--- config.mk ---
export PLATFORM = sky130hd
export DESIGN_NAME = cbt_front_flat
export DESIGN_NICKNAME = d
export VERILOG_FILES = /design/src/sv/cbt_pkg.sv /design/src/sv/cbt_if.sv /design/src/sv/cbt_front.sv /design/src/flat_wrapper.sv
export SDC_FILE = /design/constraint.sdc
export NUM_CORES = 1
export LEC_CHECK = 0
export ABC_AREA = 1
export BUFFER_PORTS_ARGS = -buffer_cell sky130_fd_sc_hd__buf_2
export CAP_MARGIN = 0
export CORE_AREA = 3 3 111 113
export CTS_BUF_LIST = sky130_fd_sc_hd__clkbuf_2
export DETAILED_ROUTE_END_ITERATION = 8
export DIE_AREA = 0 0 114 116
export PLACE_DENSITY = 0.76
export SYNTH_ARGS = -nofsm -noshare
export SYNTH_HDL_FRONTEND = slang
export SYNTH_SLANG_ARGS = --single-unit
--- constraint.sdc ---
create_clock -name clk -period 13.3 [get_ports clk]
set_clock_uncertainty 0.2 [all_clocks]
set_input_delay 3.325 -clock clk [delete_from_list [all_inputs] [get_ports clk]]
set_output_delay 3.325 -clock clk [all_outputs]
set_load 0.01 [all_outputs]
--- src/sv/cbt_pkg.sv ---
package cbt_pkg;

  localparam int COORD_W         = 16;
  localparam int CNT_W           = 6;
  localparam int WID_W           = 8;
  localparam int T_W             = 17;
  localparam int REM_W           = CNT_W + 1;
  localparam int DIV_CNT_W       = 5;
  localparam int Q_DEPTH         = 2;
  localparam int Q_AW            = 1;
  localparam int MAX_SEGMENTS_DEF = 63;

  localparam logic [T_W-1:0] T_ONE = 17'h10000;

  typedef struct packed {
    logic [3:0][COORD_W-1:0] px;
    logic [3:0][COORD_W-1:0] py;
    logic [CNT_W-1:0]        seg_n;
    logic [WID_W-1:0]        width;
  } cmd_t;

  typedef struct packed {
    logic [COORD_W-1:0] sx;
    logic [COORD_W-1:0] sy;
    logic [COORD_W-1:0] ex;
    logic [COORD_W-1:0] ey;
    logic [WID_W-1:0]   width;
    logic               last;
  } seg_t;

  typedef enum logic [2:0] {
    BK_IDLE,
    BK_DIV,
    BK_MUL_A,
    BK_MUL_B,
    BK_SUM,
    BK_OUT
  } bk_state_t;

endpackage

--- src/sv/cbt_if.sv ---
interface cbt_in_if import cbt_pkg::*; ();
  logic                      valid;
  logic                      ready;
  logic signed [COORD_W-1:0] p0_x;
  logic signed [COORD_W-1:0] p0_y;
  logic signed [COORD_W-1:0] p1_x;
  logic signed [COORD_W-1:0] p1_y;
  logic signed [COORD_W-1:0] p2_x;
  logic signed [COORD_W-1:0] p2_y;
  logic signed [COORD_W-1:0] p3_x;
  logic signed [COORD_W-1:0] p3_y;
  logic [CNT_W-1:0]          segment_count;
  logic [WID_W-1:0]          line_width;

  modport source (output valid, p0_x, p0_y, p1_x, p1_y, p2_x, p2_y, p3_x, p3_y,
                  segment_count, line_width, input ready);
  modport sink (input valid, p0_x, p0_y, p1_x, p1_y, p2_x, p2_y, p3_x, p3_y,
                segment_count, line_width, output ready);
endinterface


--- src/sv/cbt_front.sv ---
module cbt_front import cbt_pkg::*; #(
  parameter int MAX_SEGMENTS = MAX_SEGMENTS_DEF
) (
  input  logic    clk,
  input  logic    rst_n,
  cbt_in_if.sink  in_ch,
  output logic    cmd_valid,
  input  logic    cmd_ready,
  output cmd_t    cmd
);

  localparam logic [CNT_W-1:0] MAX_N = CNT_W'(MAX_SEGMENTS);

  logic             valid_r, valid_nxt;
  cmd_t             cmd_r, cmd_nxt;
  logic [CNT_W-1:0] n_clamped;
  logic             take;

  assign take = in_ch.valid && in_ch.ready;
  assign in_ch.ready = !valid_r || cmd_ready;

  always_comb begin
    if (in_ch.segment_count == '0) begin
      n_clamped = CNT_W'(1);
    end else if (in_ch.segment_count > MAX_N) begin
      n_clamped = MAX_N;
    end else begin
      n_clamped = in_ch.segment_count;
    end
  end

  always_comb begin
    valid_nxt = valid_r;
    cmd_nxt   = cmd_r;
    if (cmd_ready) begin
      valid_nxt = 1'b0;
    end
    if (take) begin
      valid_nxt     = 1'b1;
      cmd_nxt.px    = {in_ch.p3_x, in_ch.p2_x, in_ch.p1_x, in_ch.p0_x};
      cmd_nxt.py    = {in_ch.p3_y, in_ch.p2_y, in_ch.p1_y, in_ch.p0_y};
      cmd_nxt.seg_n = n_clamped;
      cmd_nxt.width = in_ch.line_width;
    end
  end

  always_ff @(posedge clk) begin
    if (!rst_n) begin
      valid_r <= 1'b0;
    end else begin
      valid_r <= valid_nxt;
    end
    cmd_r <= cmd_nxt;
  end

  assign cmd_valid = valid_r;
  assign cmd       = cmd_r;

endmodule

--- src/flat_wrapper.sv ---
// flat-port wrapper written by rule: the top's interface ports become plain ports
module cbt_front_flat import cbt_pkg::*;
#(
  parameter int MAX_SEGMENTS = MAX_SEGMENTS_DEF
)
  (clk, rst_n, cmd_valid, cmd_ready, cmd, in_ch_valid, in_ch_p0_x, in_ch_p0_y, in_ch_p1_x, in_ch_p1_y, in_ch_p2_x, in_ch_p2_y, in_ch_p3_x, in_ch_p3_y, in_ch_segment_count, in_ch_line_width, in_ch_ready);
  cbt_in_if in_ch_i ();
  input  logic clk;
  input  logic rst_n;
  output logic cmd_valid;
  input  logic cmd_ready;
  output cmd_t cmd;
  input wire logic [$bits(in_ch_i.valid)-1:0] in_ch_valid;
  input wire logic [$bits(in_ch_i.p0_x)-1:0] in_ch_p0_x;
  input wire logic [$bits(in_ch_i.p0_y)-1:0] in_ch_p0_y;
  input wire logic [$bits(in_ch_i.p1_x)-1:0] in_ch_p1_x;
  input wire logic [$bits(in_ch_i.p1_y)-1:0] in_ch_p1_y;
  input wire logic [$bits(in_ch_i.p2_x)-1:0] in_ch_p2_x;
  input wire logic [$bits(in_ch_i.p2_y)-1:0] in_ch_p2_y;
  input wire logic [$bits(in_ch_i.p3_x)-1:0] in_ch_p3_x;
  input wire logic [$bits(in_ch_i.p3_y)-1:0] in_ch_p3_y;
  input wire logic [$bits(in_ch_i.segment_count)-1:0] in_ch_segment_count;
  input wire logic [$bits(in_ch_i.line_width)-1:0] in_ch_line_width;
  output wire logic [$bits(in_ch_i.ready)-1:0] in_ch_ready;
  assign in_ch_i.valid = in_ch_valid;
  assign in_ch_i.p0_x = in_ch_p0_x;
  assign in_ch_i.p0_y = in_ch_p0_y;
  assign in_ch_i.p1_x = in_ch_p1_x;
  assign in_ch_i.p1_y = in_ch_p1_y;
  assign in_ch_i.p2_x = in_ch_p2_x;
  assign in_ch_i.p2_y = in_ch_p2_y;
  assign in_ch_i.p3_x = in_ch_p3_x;
  assign in_ch_i.p3_y = in_ch_p3_y;
  assign in_ch_i.segment_count = in_ch_segment_count;
  assign in_ch_i.line_width = in_ch_line_width;
  assign in_ch_ready = in_ch_i.ready;
  cbt_front #(.MAX_SEGMENTS(MAX_SEGMENTS)) u_core (.clk(clk), .rst_n(rst_n), .in_ch(in_ch_i), .cmd_valid(cmd_valid), .cmd_ready(cmd_ready), .cmd(cmd));
endmodule
==> results by group <==
Status
  – Status: completed

Die
  – Ports: 290
  – Initial Utilization: 0.382
  – Number of cell rows: 39
  – Die height: 116 microns
  – Core ar.: 11400 sq um
  – Die W: 114 microns
  – DIE AREA: about 13000 sq um

Hold path
  – Hold path depth: 2
  – Hold path endpoint: u_core.cmd_valid
  – Hold Path Class: flip-flop to flip-flop
  – HP Start: u_core.cmd_valid

Clocking
  – CTS root buf: clkbuf_2
  – CTS sink cnt: 143
  – Cts bufs inserted: 17
  – Max clock buf depth: 2
  – Clk slew on worst S/H paths: between 0.15 and 0.2 ns
  – Post-CTS Hold Buffers: 0
  – Post-CTS resize count: 0
  – Htree depth: 4
  – CTS tree: yes
  – Number of setup buffers added after CTS: 0
  – Worst skew pair latency: 0.68 ns

Drt
  – Post-route ant nets: 0
  – Vias after detailed routing: 2640
  – Post-DR wirelength/cell: between 15 and 20 microns
  – Post-Route WL: 10300 microns
  – Router iterations before antenna repair: 4
  – DRT iter0 DRCs: 138
  – Vias per cell: 4.26
  – Number of remaining DRC errors: 0

Synthesis
  – Yosys warns: 0
  – Synth top area share: 0.979
  – Post-Syn Nets: 305
  – Share of the yosys chip area belonging to registers: 0.983
  – Mapped Avg Cell Area: about 27 sq um
  – Ranking of synthesized cells by area: edfxtp_1, dfxtp_1, clkbuf_1
  – Synth Instances: around 160
  – Mapped Area: 4360 sq um
  – #FFs+latches synth: around 140
  – Synth unique cells: 11
  – Dominant cell type by area after synthesis: edfxtp_1

Cells and area
  – Nets: just over 600
  – Most frequent cells in the layout: buf_2, edfxtp_1, clkbuf_2
  – N_diodes: 0
  – Synth-to-Final Area Change: 45.1%
  – Layout cells sized above 1: 0.675
  – Non-filler cells, final: 620
  – Most common cell after layout, fill and taps aside: buf_2

Timing
  – Final setup fails: 0
  – Highest Clock Rate: 0.138 GHz
  – Final hold vios: 0
  – Setup TNS: 0 ns
  – Worst-Margin Slew: around 0.9 ns
  – Slew HR: 0.406
  – RSZ-0062 raised after global routing: no
  – Minimum clock period: 7.22 ns
  – Max-slew violation count: 0
  – Final Hold Slack: 0.341 ns
  – Crit share post-route: 0.543

Setup path
  – Crit Path Category: primary input to output port
  – CP top delay family: buffers and inverters
  – Kind of start point of the critical path: primary input
  – CP max-delay cell: buf_2
  – Crit path depth: 4
  – Reg-to-Reg End: u_core.cmd[72]
  – R2r setup slk: 11.45 ns
  – Crit path buf inv count: 3
  – Worst Setup End Kind: output port
  – CP max stage delay: 0.14 ns
  – Required time at the worst-slack endpoint: 9.77 ns
  – Crit-path max FO: 2
  – Reg-to-reg startpoint: u_core.cmd_valid
  – Crit path arrival time: 3.70 ns
  – R2R depth: 2
  – Critical path cell sequence: buf_2 -> inv_2 -> nand2_2 -> buf_2
  – Cell mode on critical path: buf_2

Placed design
  – Dpl hpwl: 7770 microns
  – Global placement routability congestion: about 0.8
  – Dpl cells: 588
  – I/O Buffers: 289

Global routing
  – Number of global-route vias before repair: ~2.7k
  – Total grt overflow: 0
  – Total GRT Usage: 0.152
  – First-pass GRT wire length: approximately 14000 microns
  – Antenna violations before repair: 0
  – Pin count of the biggest net entering global routing: 73

Power and ir drop
  – Pwr/cell area: 147 nW/um^2
  – LEAKAGE: 0.00276 uW
  – Worst vdd ir: 0.0884 mV

Job
  – Max_cap viols: 0
==> report_power, final <==
part	switching [uW]	total [uW]	internal, uW
sequential	6.34	533	527
clock	145	323	178
combinational	41.0	72.9	31.9
==> final cells by class <==
| cell class | count | area [sq um] |
|---|---|---|
| inverter | 4 | 15.0 |
| timing repair buffer | 291 | 1460 |
| sequential | 143 | 4280 |
| clock buffer | 18 | 90.1 |
| fill | 910 | 5100 |
| clock inverter | 14 | 243 |
| tap | 143 | 179 |
| multi-input combinational | 7 | 50.0 |
==> Yosys cell counts <==
| library cell | number |
|---|---|
| a21boi_2 | 1 |
| a21oi_1 | 1 |
| clkbuf_1 | 5 |
| dfxtp_1 | 1 |
| edfxtp_1 | 142 |
| inv_1 | 3 |
| inv_2 | 1 |
| nand2_1 | 1 |
| nand2_2 | 1 |
| nand3_1 | 1 |
| nor2_1 | 2 |
==> worst max-delay path by stage <==
stage           startpoint            end  slack [ns]
6_report         cmd_ready    in_ch_ready        6.08
3_3_place_gp     cmd_ready    in_ch_ready        6.08
2_1_floorplan  in_ch_valid  u_core.cmd[0]        2.19
4_1_cts          cmd_ready    in_ch_ready        6.07
5_1_grt          cmd_ready    in_ch_ready        6.05
3_5_place_dp     cmd_ready    in_ch_ready        6.08
==> sequential cells by signal, summed over array words and instances, names as in the netlist <==
register          cells
u_core.cmd_valid      1
u_core.cmd          142
==> stage by stage <==
| step | total power [uW] | setup slack (ns) | instance area (sq um) | util |
|---|---|---|---|---|
| after floorplan | 574 | 2.19 | 4360 | - |
| after global placement | 614 | 6.08 | 5990 | 0.525 |
| after detailed placement | 618 | 6.08 | 5990 | 0.525 |
| after CTS | 943 | 6.07 | 6320 | 0.554 |
| after global routing | 967 | 6.05 | 6320 | 0.554 |
| final | 929 | 6.08 | 6320 | 0.554 |
==> metal layers <==
layer  GRT usage  up-vias  wire length (microns)  part of all wire
met5           0        -                      0                 0
met4      0.0808        0                    194             0.019
met3      0.0888       13                   1480              0.14
met2       0.245      180                   5200              0.51
met1       0.158     1213                   3400              0.33
li1            -     1234                      -                 -
==> worst register-to-register path: stages (launching register included) <==
cell,delay (ns)
dfxtp_1,0.39
a21oi_4,0.16
buf_4,0.69
==> kinds of logic after synthesis <==
logic type,share of synthesized area
flip-flops,0.983
buffers and inverters,0.00775
AND/OR/NAND/NOR,0.00517
AO/OA/AOI/OAI,0.00373
(Power assumes the default switching activity.)
