$ cat src/sv/cbt_pkg.sv
package cbt_pkg;

  localparam int COORD_W         = 16;
  localparam int CNT_W           = 6;
  localparam int WID_W           = 8;
  localparam int T_W             = 17;
  localparam int REM_W           = CNT_W + 1;
  localparam int DIV_CNT_W       = 5;
  localparam int Q_DEPTH         = 2;
  localparam int Q_AW            = 1;
  localparam int MAX_SEGMENTS_DEF = 63;

  localparam logic [T_W-1:0] T_ONE = 17'h10000;

  typedef struct packed {
    logic [3:0][COORD_W-1:0] px;
    logic [3:0][COORD_W-1:0] py;
    logic [CNT_W-1:0]        seg_n;
    logic [WID_W-1:0]        width;
  } cmd_t;

  typedef struct packed {
    logic [COORD_W-1:0] sx;
    logic [COORD_W-1:0] sy;
    logic [COORD_W-1:0] ex;
    logic [COORD_W-1:0] ey;
    logic [WID_W-1:0]   width;
    logic               last;
  } seg_t;

  typedef enum logic [2:0] {
    BK_IDLE,
    BK_DIV,
    BK_MUL_A,
    BK_MUL_B,
    BK_SUM,
    BK_OUT
  } bk_state_t;

endpackage

$ cat src/sv/cbt_queue.sv
module cbt_queue import cbt_pkg::*; (
  input  logic clk,
  input  logic rst_n,
  input  logic push_valid,
  output logic push_ready,
  input  cmd_t push_data,
  output logic pop_valid,
  input  logic pop_ready,
  output cmd_t pop_data
);

  cmd_t            mem_r [Q_DEPTH];
  logic [Q_AW-1:0] wr_ptr_r, rd_ptr_r;
  logic [Q_AW:0]   count_r;
  logic            do_push, do_pop;

  assign push_ready = (count_r != (Q_AW+1)'(Q_DEPTH));
  assign pop_valid  = (count_r != '0);
  assign pop_data   = mem_r[rd_ptr_r];
  assign do_push    = push_valid && push_ready;
  assign do_pop     = pop_valid && pop_ready;

  always_ff @(posedge clk) begin
    if (!rst_n) begin
      wr_ptr_r <= '0;
      rd_ptr_r <= '0;
      count_r  <= '0;
    end else begin
      if (do_push) wr_ptr_r <= wr_ptr_r + 1'b1;
      if (do_pop)  rd_ptr_r <= rd_ptr_r + 1'b1;
      if (do_push && !do_pop) begin
        count_r <= count_r + 1'b1;
      end else if (do_pop && !do_push) begin
        count_r <= count_r - 1'b1;
      end
    end
    if (do_push) mem_r[wr_ptr_r] <= push_data;
  end

endmodule

$ cat config.mk
export PLATFORM = sky130hd
export DESIGN_NAME = cbt_queue
export DESIGN_NICKNAME = d
export VERILOG_FILES = /design/src/sv/cbt_pkg.sv /design/src/sv/cbt_queue.sv
export SDC_FILE = /design/constraint.sdc
export NUM_CORES = 1
export LEC_CHECK = 0
export ABC_AREA = 1
export BUFFER_PORTS_ARGS = -buffer_cell sky130_fd_sc_hd__buf_2
export CAP_MARGIN = 20
export CORE_UTILIZATION = 50
export DETAILED_ROUTE_END_ITERATION = 16
export PLACE_DENSITY = 0.73
export SKIP_CTS_REPAIR_TIMING = 1
export SLEW_MARGIN = 20
export SYNTH_ARGS = -nofsm -noshare
export SYNTH_HDL_FRONTEND = slang
export SYNTH_SLANG_ARGS = --single-unit
$ cat constraint.sdc
create_clock -name clk -period 8.56 [get_ports clk]
set_input_delay 0.856 -clock clk [delete_from_list [all_inputs] [get_ports clk]]
set_output_delay 0.856 -clock clk [all_outputs]
set_load 0.005 [all_outputs]
==> summary.md, run 1 <==
The logs give 77 for the largest net degree at the start of global routing and 0 for the total congestion overflow. The congestion estimate from routability-driven global placement came to 0.771. The final cell utilization of the core is 63.4%. The tools report the area of the mapped netlist as 0.0108 sq mm. TritonCTS built the clock tree.

The worst-case clock skew came out at 0.0114 ns. For the worst setup path, the data arrival time is 2.46 ns. The largest single stage delay on the critical path is 0.82 ns. The synthesized area per cell works out to 22.6 sq um.

The tree is rooted in a clkbuf_16. The critical path endpoint was pop_data[38]. Before antenna repair, the detailed router went through 4 iterations.

Setup slack on the critical path of the routed design comes to 5.24 ns. The clock net in this run drives a total of 289 sinks. The required time at the endpoint of the critical path was 7.70 ns; the estimated wirelength of the detail-placed design was 13.2 mm. After synthesis, the cell types taking the most area are edfxtp_1 (79%), mux2_4 (11%), mux2_2 (6.5%). The min-delay analysis places its worst path in the category input pin to register. At the placement stage, the worst setup path has a slack of 5.77 ns.

The number of instances on the worst hold path works out to 1. Summed over all instances, the cell type with the most area after synthesis is edfxtp_1. The tools report the total number of yosys warnings as 0. The share of the Yosys chip area taken by registers is 79.8%. Final hold violation count: 0. Yosys mapped a number of flops with a built-in enable equal to 284.

Sequential cells account for 48.6% of the total power. Clock network power share: 29.6%. The analysis attributes to cell leakage a power of 5.16 nW. The worst-case hold slack is 0.512 ns. The power per cell area works out to 284 mW/mm^2.

The run gives 3 as the initial antenna violation count. The share of the synthesized area in the top cell type was 78.9%; the async set-or-reset flop fraction in the synthesized netlist was 0%. Compared with the post-synthesis result, the final layout area differs by 23.7%. In this run the remaining antenna-violating nets after routing total 0. Internal power of the cells: 0.00287 W. The number of global-route vias before repair is 5589, and the die outline area is 0.0222 sq mm.

Row generation in the floorplan step produced 53 rows. In the final timing run, aggregate negative setup slack is 0 ns. Counting the fill cells in the layout gives 1482.

The floorplan step set the die height to 149 um. In the synthesized netlist, the cells that appear most often are edfxtp_1 (284), mux2_4 (80), mux2_2 (62), buf_6 (10), nand2_1 (9). The total track usage was 17.3%. Post-detailed-route via-to-cell ratio: 5.01. The run gives 0.0211 sq mm as the placeable core region.

Setup violations remaining at the end of the flow were counted as 0. The first-pass GRT wire length is 29.2 mm. The cell with the most instances after synthesis was edfxtp_1.

Headroom to the max-slew limit came out at 26.6%. Detailed routing inserted a total of 5433 vias. The run gives 19.7 mm as the wire length after detailed routing. Setup repair after global routing left no endpoint under its margin.

After technology mapping, the gate count stands at 479. The H-tree depth reported by CTS is 1. The insertion delay to the later sink of the worst-skew pair is 0.53 ns. The fraction of final layout cells with drive strength greater than 1 came out at 58.9%.

The prevailing post-synth register cell is edfxtp_1. The worst register-to-register path has a depth of 5. The clock period minus worst slack is 3.32 ns.

The final clock period utilization by the worst path was 38.7%. The run gives 936 as the count of nets after finishing. After detailed routing, the number of remaining DRC violations is 0. Timing would allow up to 302 MHz.

The logs give 51.3% for the initial cell density of the core and 626 for the net count after synthesis. Port buffering added 289 buffers. STA classifies the critical path startpoint as a register. Counting distinct cell types in the post-synthesis netlist gives 15. The number of max-slew violations in the final report came out at 0. Buffers inserted during clock tree synthesis total 29. Clock-pin slew was measured on the worst setup and hold paths at 0.06 ns.

The worst register-to-register path ends at mem_r[1][89]$_DFFE_PP_. The die is 149 um wide. The worst-case IR drop observed on VDD is 240 uV.

The first-iteration detailed-routing DRC count is 222. The completed layout was analyzed and its total power is 0.00380 W. The startpoint of the worst hold path was push_data[64].

The startpoint identified for the worst register-to-register timing path is count_r[0]$_SDFFE_PN0P_. Type of destination of the critical path: an output port. For this design the total switching power over the nets is 0.000928 W. The switching part of the total came out at 24.4%. In the final routed layout, each cell accounts on average for 18.2 um. Max-cap violations in this run came to 0.

On the critical path, the stage with the largest delay is an instance of buf_4. The tools report the count of boundary I/O pins as 290. The run finished with clean final reports. The number of storage elements in the synthesis netlist was 289. Combinational cells account for 21.8% of the total power.

The transition time at the pin with the least slew margin is 1.10 ns, and the worst-case clock buffer depth is 3. The critical path goes through buf_4, mux2_2, buf_2. The worst setup path is of the register to output port kind.

The highest net fanout along the worst path is 71, and the worst-case register-to-register setup slack is 6.50 ns.
## power by group through the flow
stage                     logic, W  registers, W  clock network (W)
after floorplan           0.000534       0.00190                  0
after global placement    0.000819       0.00186                  0
after detailed placement  0.000835       0.00188                  0
after CTS                 0.000840       0.00185            0.00115
after global routing      0.000896       0.00186            0.00120
final                     0.000826       0.00185            0.00112
## final cells by class
cell class	instances	area, sq um	share of cell area [%]
Multi-Input combinational cell	166	2020	15.1
Clock inverter	15	96.3	0.721
Tap cell	275	344	2.57
Sequential cell	289	8630	64.6
Clock buffer	35	748	5.60
Timing Repair Buffer	295	1490	11.2
Inverter	8	30.0	0.225
Antenna cell	1	2.50	0.0187
## cell usage in the layout, fill, tap and decap left out
cell and count:
edfxtp_1 284, ha_1 1, dfxtp_1 4, nand4_1 1
mux2_4 80, nor2_1 6, buf_4 6, buf_2 289
clkinv_1 8, nor2_4 2, clkinv_2 4, nand3_1 1
mux2_2 62, o21ai_0 2, clkinvlp_4 1, bufinv_16 1
clkbuf_16 29, clkinv_4 1, nand2_1 9, clkbuf_1 6
inv_1 8, o21a_1 1, dfxtp_4 1, a21oi_1 1
diode_2 1
## worst min path at each step
stage                              to  slack [ns]
5_1_grt        mem_r[0][64]$_DFFE_PP_        0.49
3_3_place_gp    rd_ptr_r$_SDFFE_PN0P_        0.48
6_report       mem_r[1][64]$_DFFE_PP_        0.51
3_5_place_dp    rd_ptr_r$_SDFFE_PN0P_        0.51
2_1_floorplan                register        0.47
4_1_cts        mem_r[0][64]$_DFFE_PP_        0.48
## logic make-up (layout without fill, tap and decap cells)
logic type,Yosys count,after routing,share of synthesized area (%)
AOI/OAI and AO/OA,4,4,0.208
adders and majority gates,1,1,0.116
buffers and inverters,24,353,1.60
DFF,289,289,79.8
muxes,142,142,17.6
other,0,1,0
and+or+nand+nor,19,19,0.694
## stage by stage
stage	area, sq um	cells
2_1_floorplan	10800	479
3_3_place_gp	12500	1033
3_5_place_dp	12500	1033
4_1_cts	13400	1083
5_1_grt	13400	1084
6_report	13400	1084
## worst max-delay path: cells and delay by family (launching register included)
family,cells,cell delay [ns]
buffers and inverters,2,0.95
multiplexers,1,0.43
flip-flops,1,0.46
## registers in the layout, summed over array words and instances (netlist names), named ones only
| register | flops |
|---|---|
| wr_ptr_r | 1 |
| count_r | 2 |
| rd_ptr_r | 1 |
| mem_r | 284 |
## per-layer routing
layer | wire length [um] | track usage [%] | up-vias
met4 | 606 | 6.43 | 2
met2 | 9490 | 28.9 | 257
met3 | 2020 | 6.02 | 49
met1 | 7550 | 20.6 | 2620
met5 | 13 | 0 | -
li1 | - | - | 2505
No activity file was read; power rests on OpenSTA's default activity.
==> inputs of run 2 (changes only) <==
--- a/config.mk
+++ b/config.mk
@@ -5,7 +5,7 @@
 export SDC_FILE = /design/constraint.sdc
 export NUM_CORES = 1
 export LEC_CHECK = 0
-export ABC_AREA = 1
+export ABC_AREA = 0
 export BUFFER_PORTS_ARGS = -buffer_cell sky130_fd_sc_hd__buf_2
 export CAP_MARGIN = 20
 export CORE_UTILIZATION = 50
==> constraint.sdc (replaced) <==
create_clock -name clk -period 3.4 [get_ports clk]
set_input_delay 0.34 -clock clk [delete_from_list [all_inputs] [get_ports clk]]
set_output_delay 0.34 -clock clk [all_outputs]
set_load 0.005 [all_outputs]
==> run 2 against run 1 <==
  * Die area hardly changed
  * Worst setup slack got worse by 4.4 ns
  * Final cell count rose by 12%
  * Highest routed layer is now met4
  * Critical path depth is the same
  * Clock skew shrank 0.0016 ns
  * Largest power group unchanged
  * Register-to-register slack lost 5.1 ns
==> summary.md, run 2 <==
The largest registers in the layout are mem_r: 284 flops, count_r: 2 flops. Relative to the synthesized area, the layout overhead comes to 38.0%. The run gives 0.00255 W (+170%) as the power dissipated by switching net loads.

The initial cell density of the core was 51.3% (about the same); the fraction of final layout cells with drive strength greater than 1 was 52.3% (-6.6 points). The number of clock buffers inserted by TritonCTS is 30 (+3.4%). After synthesis, the most frequently instantiated cells are edfxtp_1 (284), mux2_4 (80), mux2_2 (62), buf_6 (10), buf_2 (6).

Number of storage elements in the synthesis netlist: 289 (unchanged). The mean routed wirelength per cell is 18.4 um (+1.5%), and the transition time at the pin with the least slew margin is 0.688 ns (-0.413 ns). The most common library cell in the layout ignoring fill and taps is buf_2.

The async set-or-reset flop fraction in the synthesized netlist is 0% (unchanged). The run gives 5.78 nW (+12%) as the standby leakage power. The run gives 1209 (+12%) as the final cell count without fillers. The number of enable-type register cells in the synthesized netlist is 284 (unchanged). The run gives 44.6% (-4.0 points) as the sequential group share of total power.

The delay of the slowest cell on the worst path came out at 0.68 ns (-0.14 ns). The count of nets after finishing was 1057 (+13%); the initial antenna violation count was 1 (-2). The first-iteration detailed-routing DRC count was 247 (+11%).

For the worst slew margin relative to its limit, the log shows 54.1% (+28 points). By area the synthesized netlist is led by edfxtp_1 (79%), mux2_4 (11%), mux2_2 (6.5%). The worst-case clock buffer depth came out at 3 (unchanged).

The cell count after synthesis is 466 (-2.7%), and the worst IR drop on VDD is 640 uV (+170%). Clock root buffer: clkbuf_16. The total number of vias is 5970 (+9.9%).

The wire length after detailed routing was 22.3 mm (+13%). The clock period minus worst slack was 2.53 ns. The final hold violation count was 0 (unchanged).

The run gives 0.53 ns (about the same) as the insertion delay to the later sink of the worst-skew pair. The estimated wirelength of the detail-placed design is 13.5 mm (+2.1%). In the layout the commonest cells are buf_2 (289), edfxtp_1 (284), dlygate4sd3_1 (133). The run gives 17.7% (+0.48 points) as the total track usage. The total number of yosys warnings came out at 0 (unchanged). The remaining number of nets flagged by the antenna check after routing is 0 (unchanged), and the number of instances on the worst hold path is 1 (unchanged). The type of destination of the critical path was an output port. The final total negative setup slack is 0 ns (unchanged).

TritonCTS built the clock tree. The switching part of the total is 24.5% (+0.092 points). The tools report the share of power burned in combinational logic as 23.1% (+1.3 points).

The run gives 0 (unchanged) as the total of max-cap violations. The number of global-route vias before repair was 5668 (+1.4%). The count of buffers inserted at the top-level ports was 289 (unchanged). The register name with the most flops is mem_r. The tools report the number of library cell types mapped by synthesis as 21 (+6).

The largest total area in the synthesized netlist belongs to edfxtp_1. The peak clock frequency supported by timing was 395 MHz; the number of flip-flops in the largest register was 284 (unchanged). The clock network power share was 32.2% (+2.6 points). Synthesized area per cell: 23.2 sq um (+2.8%). STA classifies the critical path startpoint as a register. The run gives 1020 (-1.3%) as the number of placed instances, taps included. The count of final setup violators was 0 (unchanged). Critical path class: register to output port. Traced cell by cell, the critical path runs through buf_12, mux2_2, buf_2. The logs give 93 (+21%) for the largest net degree at the start of global routing and 0 (unchanged) for the total congestion overflow.

The worst-path cell with the longest stage delay was dfxtp_4. The final clock period utilization by the worst path was 74.5%; the internal power of the cells was 0.00783 W (+170%). Setup repair after global routing left no endpoint under its margin. The die outline area is 0.0222 sq mm (about the same). The endpoint arrival time on the critical path came out at 2.19 ns (-0.27 ns).

For the global placement routability congestion, the log shows 0.769 (-0.27%). The highest net fanout along the worst path came out at 56 (-21%). First-pass GRT wire length: 29.9 mm (+2.1%). The worst-case clock skew came out at 0.00978 ns (-0.00163 ns).

The worst reg2reg path depth works out to 3 (-2). The detailed-routing iteration count for the pre-antenna-repair pass was 4 (unchanged). The count of boundary I/O pins came out at 290 (unchanged). Post-detailed-route via-to-cell ratio: 4.94 (-1.5%). The clock-pin slew on the worst setup and hold paths came out at 0.06 ns (about the same). The run gives 53 (unchanged) as the number of rows created at floorplan.

Placeable core region: 0.0211 sq mm (unchanged). The power per cell area is 695 mW/mm^2 (+140%). The remaining routing DRC violations is 0 (unchanged). The run finished with clean final reports. The die span in x is 149 um (about the same).

For the sequential cell area fraction in the yosys report, the log shows 79.8% (about the same). By instance count, the leading cell after synthesis is edfxtp_1. The overall die height is 149 um (about the same). The share of the synthesized area in the top cell type is 78.9% (about the same), and the required time at the endpoint of the critical path is 3.06 ns (-4.64 ns). The H-tree depth reported by CTS was 1 (unchanged); the number of clock sinks was 289 (unchanged). For the net count after synthesis, the log shows 613 (-2.1%).

The prevailing post-synth register cell was edfxtp_1. The worst min-delay path category is input pin to register. The number of max-slew violations in the final report came out at 0 (unchanged). The area of the mapped netlist came out at 0.0108 sq mm (about the same).
[run 2: cell type report]
cell class | instances | area [sq um]
Antenna cell | 1 | 2.50
Clock buffer | 35 | 791
Clock inverter | 20 | 234
Fill cell | 1349 | 6160
Inverter | 1 | 7.51
Multi-Input combinational cell | 160 | 2040
Sequential cell | 289 | 8630
Tap cell | 275 | 344
Timing Repair Buffer | 428 | 2870
[run 2: metrics by stage]
stage          util [%]  hold WS, ns  instance area (sq um)  setup WS, ns  power (W)
4_1_cts            64.5      -0.0372                  13600         0.853     0.0103
2_1_floorplan         -        0.439                  10800         0.267    0.00614
3_3_place_gp       59.6        0.525                  12600          1.43    0.00692
6_report           70.8       0.0141                  14900         0.866     0.0104
3_5_place_dp       59.6        0.531                  12600          1.34    0.00699
5_1_grt            70.8     0.000160                  14900         0.776     0.0108
[run 2: final timing paths]
check	from	end	slack, ns
worst max-delay path	register	pop_data[1]	0.87
worst min-delay path	push_data[122]	mem_r[1][122]$_DFFE_PP_	0.01
worst max register to register	count_r[0]$_SDFFE_PN0P_	mem_r[1][26]$_DFFE_PP_	1.36
worst min register to register	count_r[1]$_SDFFE_PN0P_	count_r[1]$_SDFFE_PN0P_	0.58
[run 2: logic make-up after synthesis]
family,share of synthesized area [%]
muxes,17.6
AOI/OAI and AO/OA,0.324
and+or+nand+nor,0.602
buffers and inverters,1.35
xor gates and xnor gates,0.243
DFF,79.8
adders and majority gates,0.116
[run 2: metal layers]
layer,up-vias,track usage [%],share of wire (%)
met5,-,0,0
met4,0,4.34,2.0
met3,39,6.42,7.8
met2,246,30.9,53
met1,2935,20.8,38
li1,2750,-,-
[run 2: worst max-delay path, delay by kind of cell, from the launching register on]
family | cells | cell delay [ns]
multiplexers | 1 | 0.40
flip-flops | 1 | 0.68
buffers and inverters | 2 | 0.52
[run 2: power by group through the flow]
stage / combinational, W / sequential [W] / clock (W)
after detailed placement: 0.00228 / 0.00471 / 0
after floorplan: 0.00151 / 0.00464 / 0
after CTS: 0.00229 / 0.00464 / 0.00339
after global placement: 0.00224 / 0.00468 / 0
after global routing: 0.00258 / 0.00468 / 0.00353
final: 0.00240 / 0.00463 / 0.00334
==> inputs of run 3 (changes only) <==
==> constraint.sdc (replaced) <==
create_clock -name clk -period 2.66 [get_ports clk]
set_input_delay 0.266 -clock clk [delete_from_list [all_inputs] [get_ports clk]]
set_output_delay 0.266 -clock clk [all_outputs]
set_load 0.005 [all_outputs]
==> run 3 against run 2 <==
  * Critical path depth stayed put
  * Sequential power is 28% higher
  * Worst hold slack worse by 0.011 ns
  * Largest power group unchanged
  * Critical endpoint is now pop_data[133]
==> summary.md, run 3 (synthesized netlist as in run 2, its figures left out) <==
The switching part of the total was 24.8% (+0.24 points); the count of nets after finishing was 1070 (+1.2%). The count of final setup violators is 0 (unchanged), and the count of buffers inserted at the top-level ports is 289 (unchanged). Area occupied by multi-input gates: 0.00204 sq mm (unchanged). Most common library cell in the layout ignoring fill and taps: buf_2.

The tools report the total track usage as 17.4% (-0.38 points). The run gives 84 (-9.7%) as the largest net degree at the start of global routing. The internal power of the cells is 0.00956 W (+22%), and the share of power burned in combinational logic is 24.7% (+1.6 points). The tools report the initial antenna violation count as 0 (-1).

The flow ran to the end, and the final reports show no timing, DRC or antenna violations. The sequential group share of total power was 46.7% (+2.1 points); the wire length after detailed routing was 22.4 mm (+0.60%). The number of clock sinks was 289 (unchanged); the endpoint arrival time on the critical path was 2.19 ns (about the same). The H-tree depth reported by CTS is 1 (unchanged). The run gives 0 (unchanged) as the number of max-slew violations in the final report.

The number of global-route vias before repair was 5632 (-0.64%). The standby leakage power is 5.77 nW (-0.21%), and the delay of the slowest cell on the worst path is 0.71 ns (+0.03 ns). The worst-case clock skew was 0.0198 ns (+0.00998 ns); the count of boundary I/O pins was 290 (unchanged). The largest individual stage delay along the critical path comes from the cell dfxtp_4. The placeable core region came out at 0.0211 sq mm (unchanged). The total number of vias was 5963 (-0.12%).

Mean routed wirelength per cell: 18.4 um (about the same). The remaining routing DRC violations came out at 0 (unchanged). For the initial cell density of the core, the log shows 51.3% (unchanged).

The die outline area is 0.0222 sq mm (unchanged). The run gives 229 (-7.3%) as the first-iteration detailed-routing DRC count. The growth of design area from synthesis to finish is 37.9% (about the same). The highest net fanout along the worst path is 33 (-41%). The critical path is of the register to output port type. The antenna diode instance count is 0 (-1).

The final cell count without fillers is 1217 (+0.66%), and the final clock period utilization by the worst path is 92.4%. The post-detailed-route via-to-cell ratio came out at 4.90 (-0.77%). The worst-case clock buffer depth is 3 (unchanged). The clock root buffer is clkbuf_16.

The global placement routability congestion is 0.738 (-4.1%), and the clock period minus worst slack is 2.46 ns. The total power is 0.0127 W (+22%), and the sequential cell area is 0.00863 sq mm (about the same). The fraction of final layout cells with drive strength greater than 1 was 51.3% (-1.0 points). Power dissipated by switching net loads: 0.00315 W (+24%). The clock-pin slew on the worst setup and hold paths works out to 0.06 ns (about the same). The power per cell area came out at 852 mW/mm^2 (+23%). The worst min-delay path category is input pin to register. The critical path goes through buf_4, mux2_2, buf_2. The top cell types in the final layout, fill and taps aside, are buf_2 (289), edfxtp_1 (284), dlygate4sd3_1 (142). The tools report the launching element type of the critical path as a register. The estimated wirelength of the detail-placed design came out at 13.6 mm (+0.87%). The overall die height came out at 149 um (unchanged).

The required time at the endpoint of the critical path was 2.39 ns (-0.67 ns); the number of clock buffers inserted by TritonCTS was 29 (-3.3%). The transition time at the pin with the least slew margin works out to 0.631 ns (-0.0568 ns). Number of flip-flops in the largest register: 284 (unchanged). The total of max-cap violations came out at 0 (unchanged). Insertion delay to the later sink of the worst-skew pair: 0.53 ns (about the same).

The worst slew margin relative to its limit was 57.9% (+3.8 points); the remaining number of nets flagged by the antenna check after routing was 0 (unchanged). Setup repair after global routing left no endpoint under its margin. The detailed-routing iteration count for the pre-antenna-repair pass came out at 4 (unchanged). TritonCTS built the clock tree. For the number of rows created at floorplan, the log shows 53 (unchanged). The run gives 1320 (-2.1%) as the number of filler instances in the final layout. The first-pass GRT wire length was 29.2 mm (-2.1%); the number of placed instances, taps included was 1025 (+0.49%).

mem_r holds more flip-flops than any other register. The logs give 407 MHz for the peak clock frequency supported by timing and 0 (unchanged) for the total congestion overflow. For the clock network power share, the log shows 28.6% (-3.6 points). In the final layout, the registers with the most flip-flops are mem_r: 284 flops, count_r: 2 flops.

The worst IR drop on VDD is 636 uV (-0.49%). The die span in x works out to 149 um (unchanged). The tools report the final hold violation count as 0 (unchanged). Type of destination of the critical path: an output port.
[run 3: cell count changes in the layout (fill, tap and decap cells not counted)]
cell and delta:
dfxtp_2 +1, buf_12 +4, clkinv_8 -1, clkinv_2 -2
dlygate4sd3_1 +9, diode_2 -1, clkinvlp_4 -2, buf_4 +1
dfxtp_1 -1, clkbuf_16 -2, clkbuf_1 +8, bufinv_16 -4
clkinv_1 -2
[run 3: layout make-up]
class	count	area share, %
clock buffer	41	5.17
clock inverter	9	0.436
inverter	1	0.0503
multi-input combinational	160	13.7
sequential	289	57.9
tap	275	2.31
timing repair buffer	442	20.5
[run 3: final timing paths]
path | from | to | slack [ns] | cells after the start
worst max register to register | count_r[0]$_SDFFE_PN0P_ | mem_r[1][111]$_DFFE_PP_ | 0.85 | 3
worst max-delay path | register | pop_data[133] | 0.20 | 3
worst min register to register | count_r[1]$_SDFFE_PN0P_ | count_r[1]$_SDFFE_PN0P_ | 0.58 | 2
worst min-delay path | rst_n | rd_ptr_r$_SDFFE_PN0P_ | 0.004 | 2
[run 3: worst max-delay path, delay by kind of cell, from the launching register on]
family / cells / cell delay (ns)
flip-flops: 1 / 0.71
buffers and inverters: 2 / 0.53
multiplexers: 1 / 0.40
[run 3: layer usage]
layer / routed length (um) / up-vias / GRT usage, %
met2: 11900 / 233 / 31.2
met4: 547 / 0 / 5.10
li1: - / 2770 / -
met3: 1650 / 43 / 4.89
met1: 8350 / 2917 / 20.1
met5: 0 / - / 0
[run 3: per-stage QoR]
stage                     utilization [%]  area, sq um  hold WS (ns)  worst slack [ns]  setup TNS, ns
after global routing                 70.7        14900       0.00392             0.135              0
after global placement               60.0        12700         0.454             0.807              0
final                                70.7        14900       0.00355             0.203              0
after floorplan                         -        10800         0.365            -0.457         -72.56
after CTS                            64.0        13500        -0.106             0.181              0
after detailed placement             60.0        12700         0.457             0.757              0
[run 3: power groups by stage]
stage / logic [W] / registers, W / clock network, W
2_1_floorplan: 0.00193 / 0.00593 / 0
3_3_place_gp: 0.00289 / 0.00598 / 0
3_5_place_dp: 0.00296 / 0.00603 / 0
4_1_cts: 0.00298 / 0.00593 / 0.00370
5_1_grt: 0.00336 / 0.00598 / 0.00387
6_report: 0.00314 / 0.00593 / 0.00364
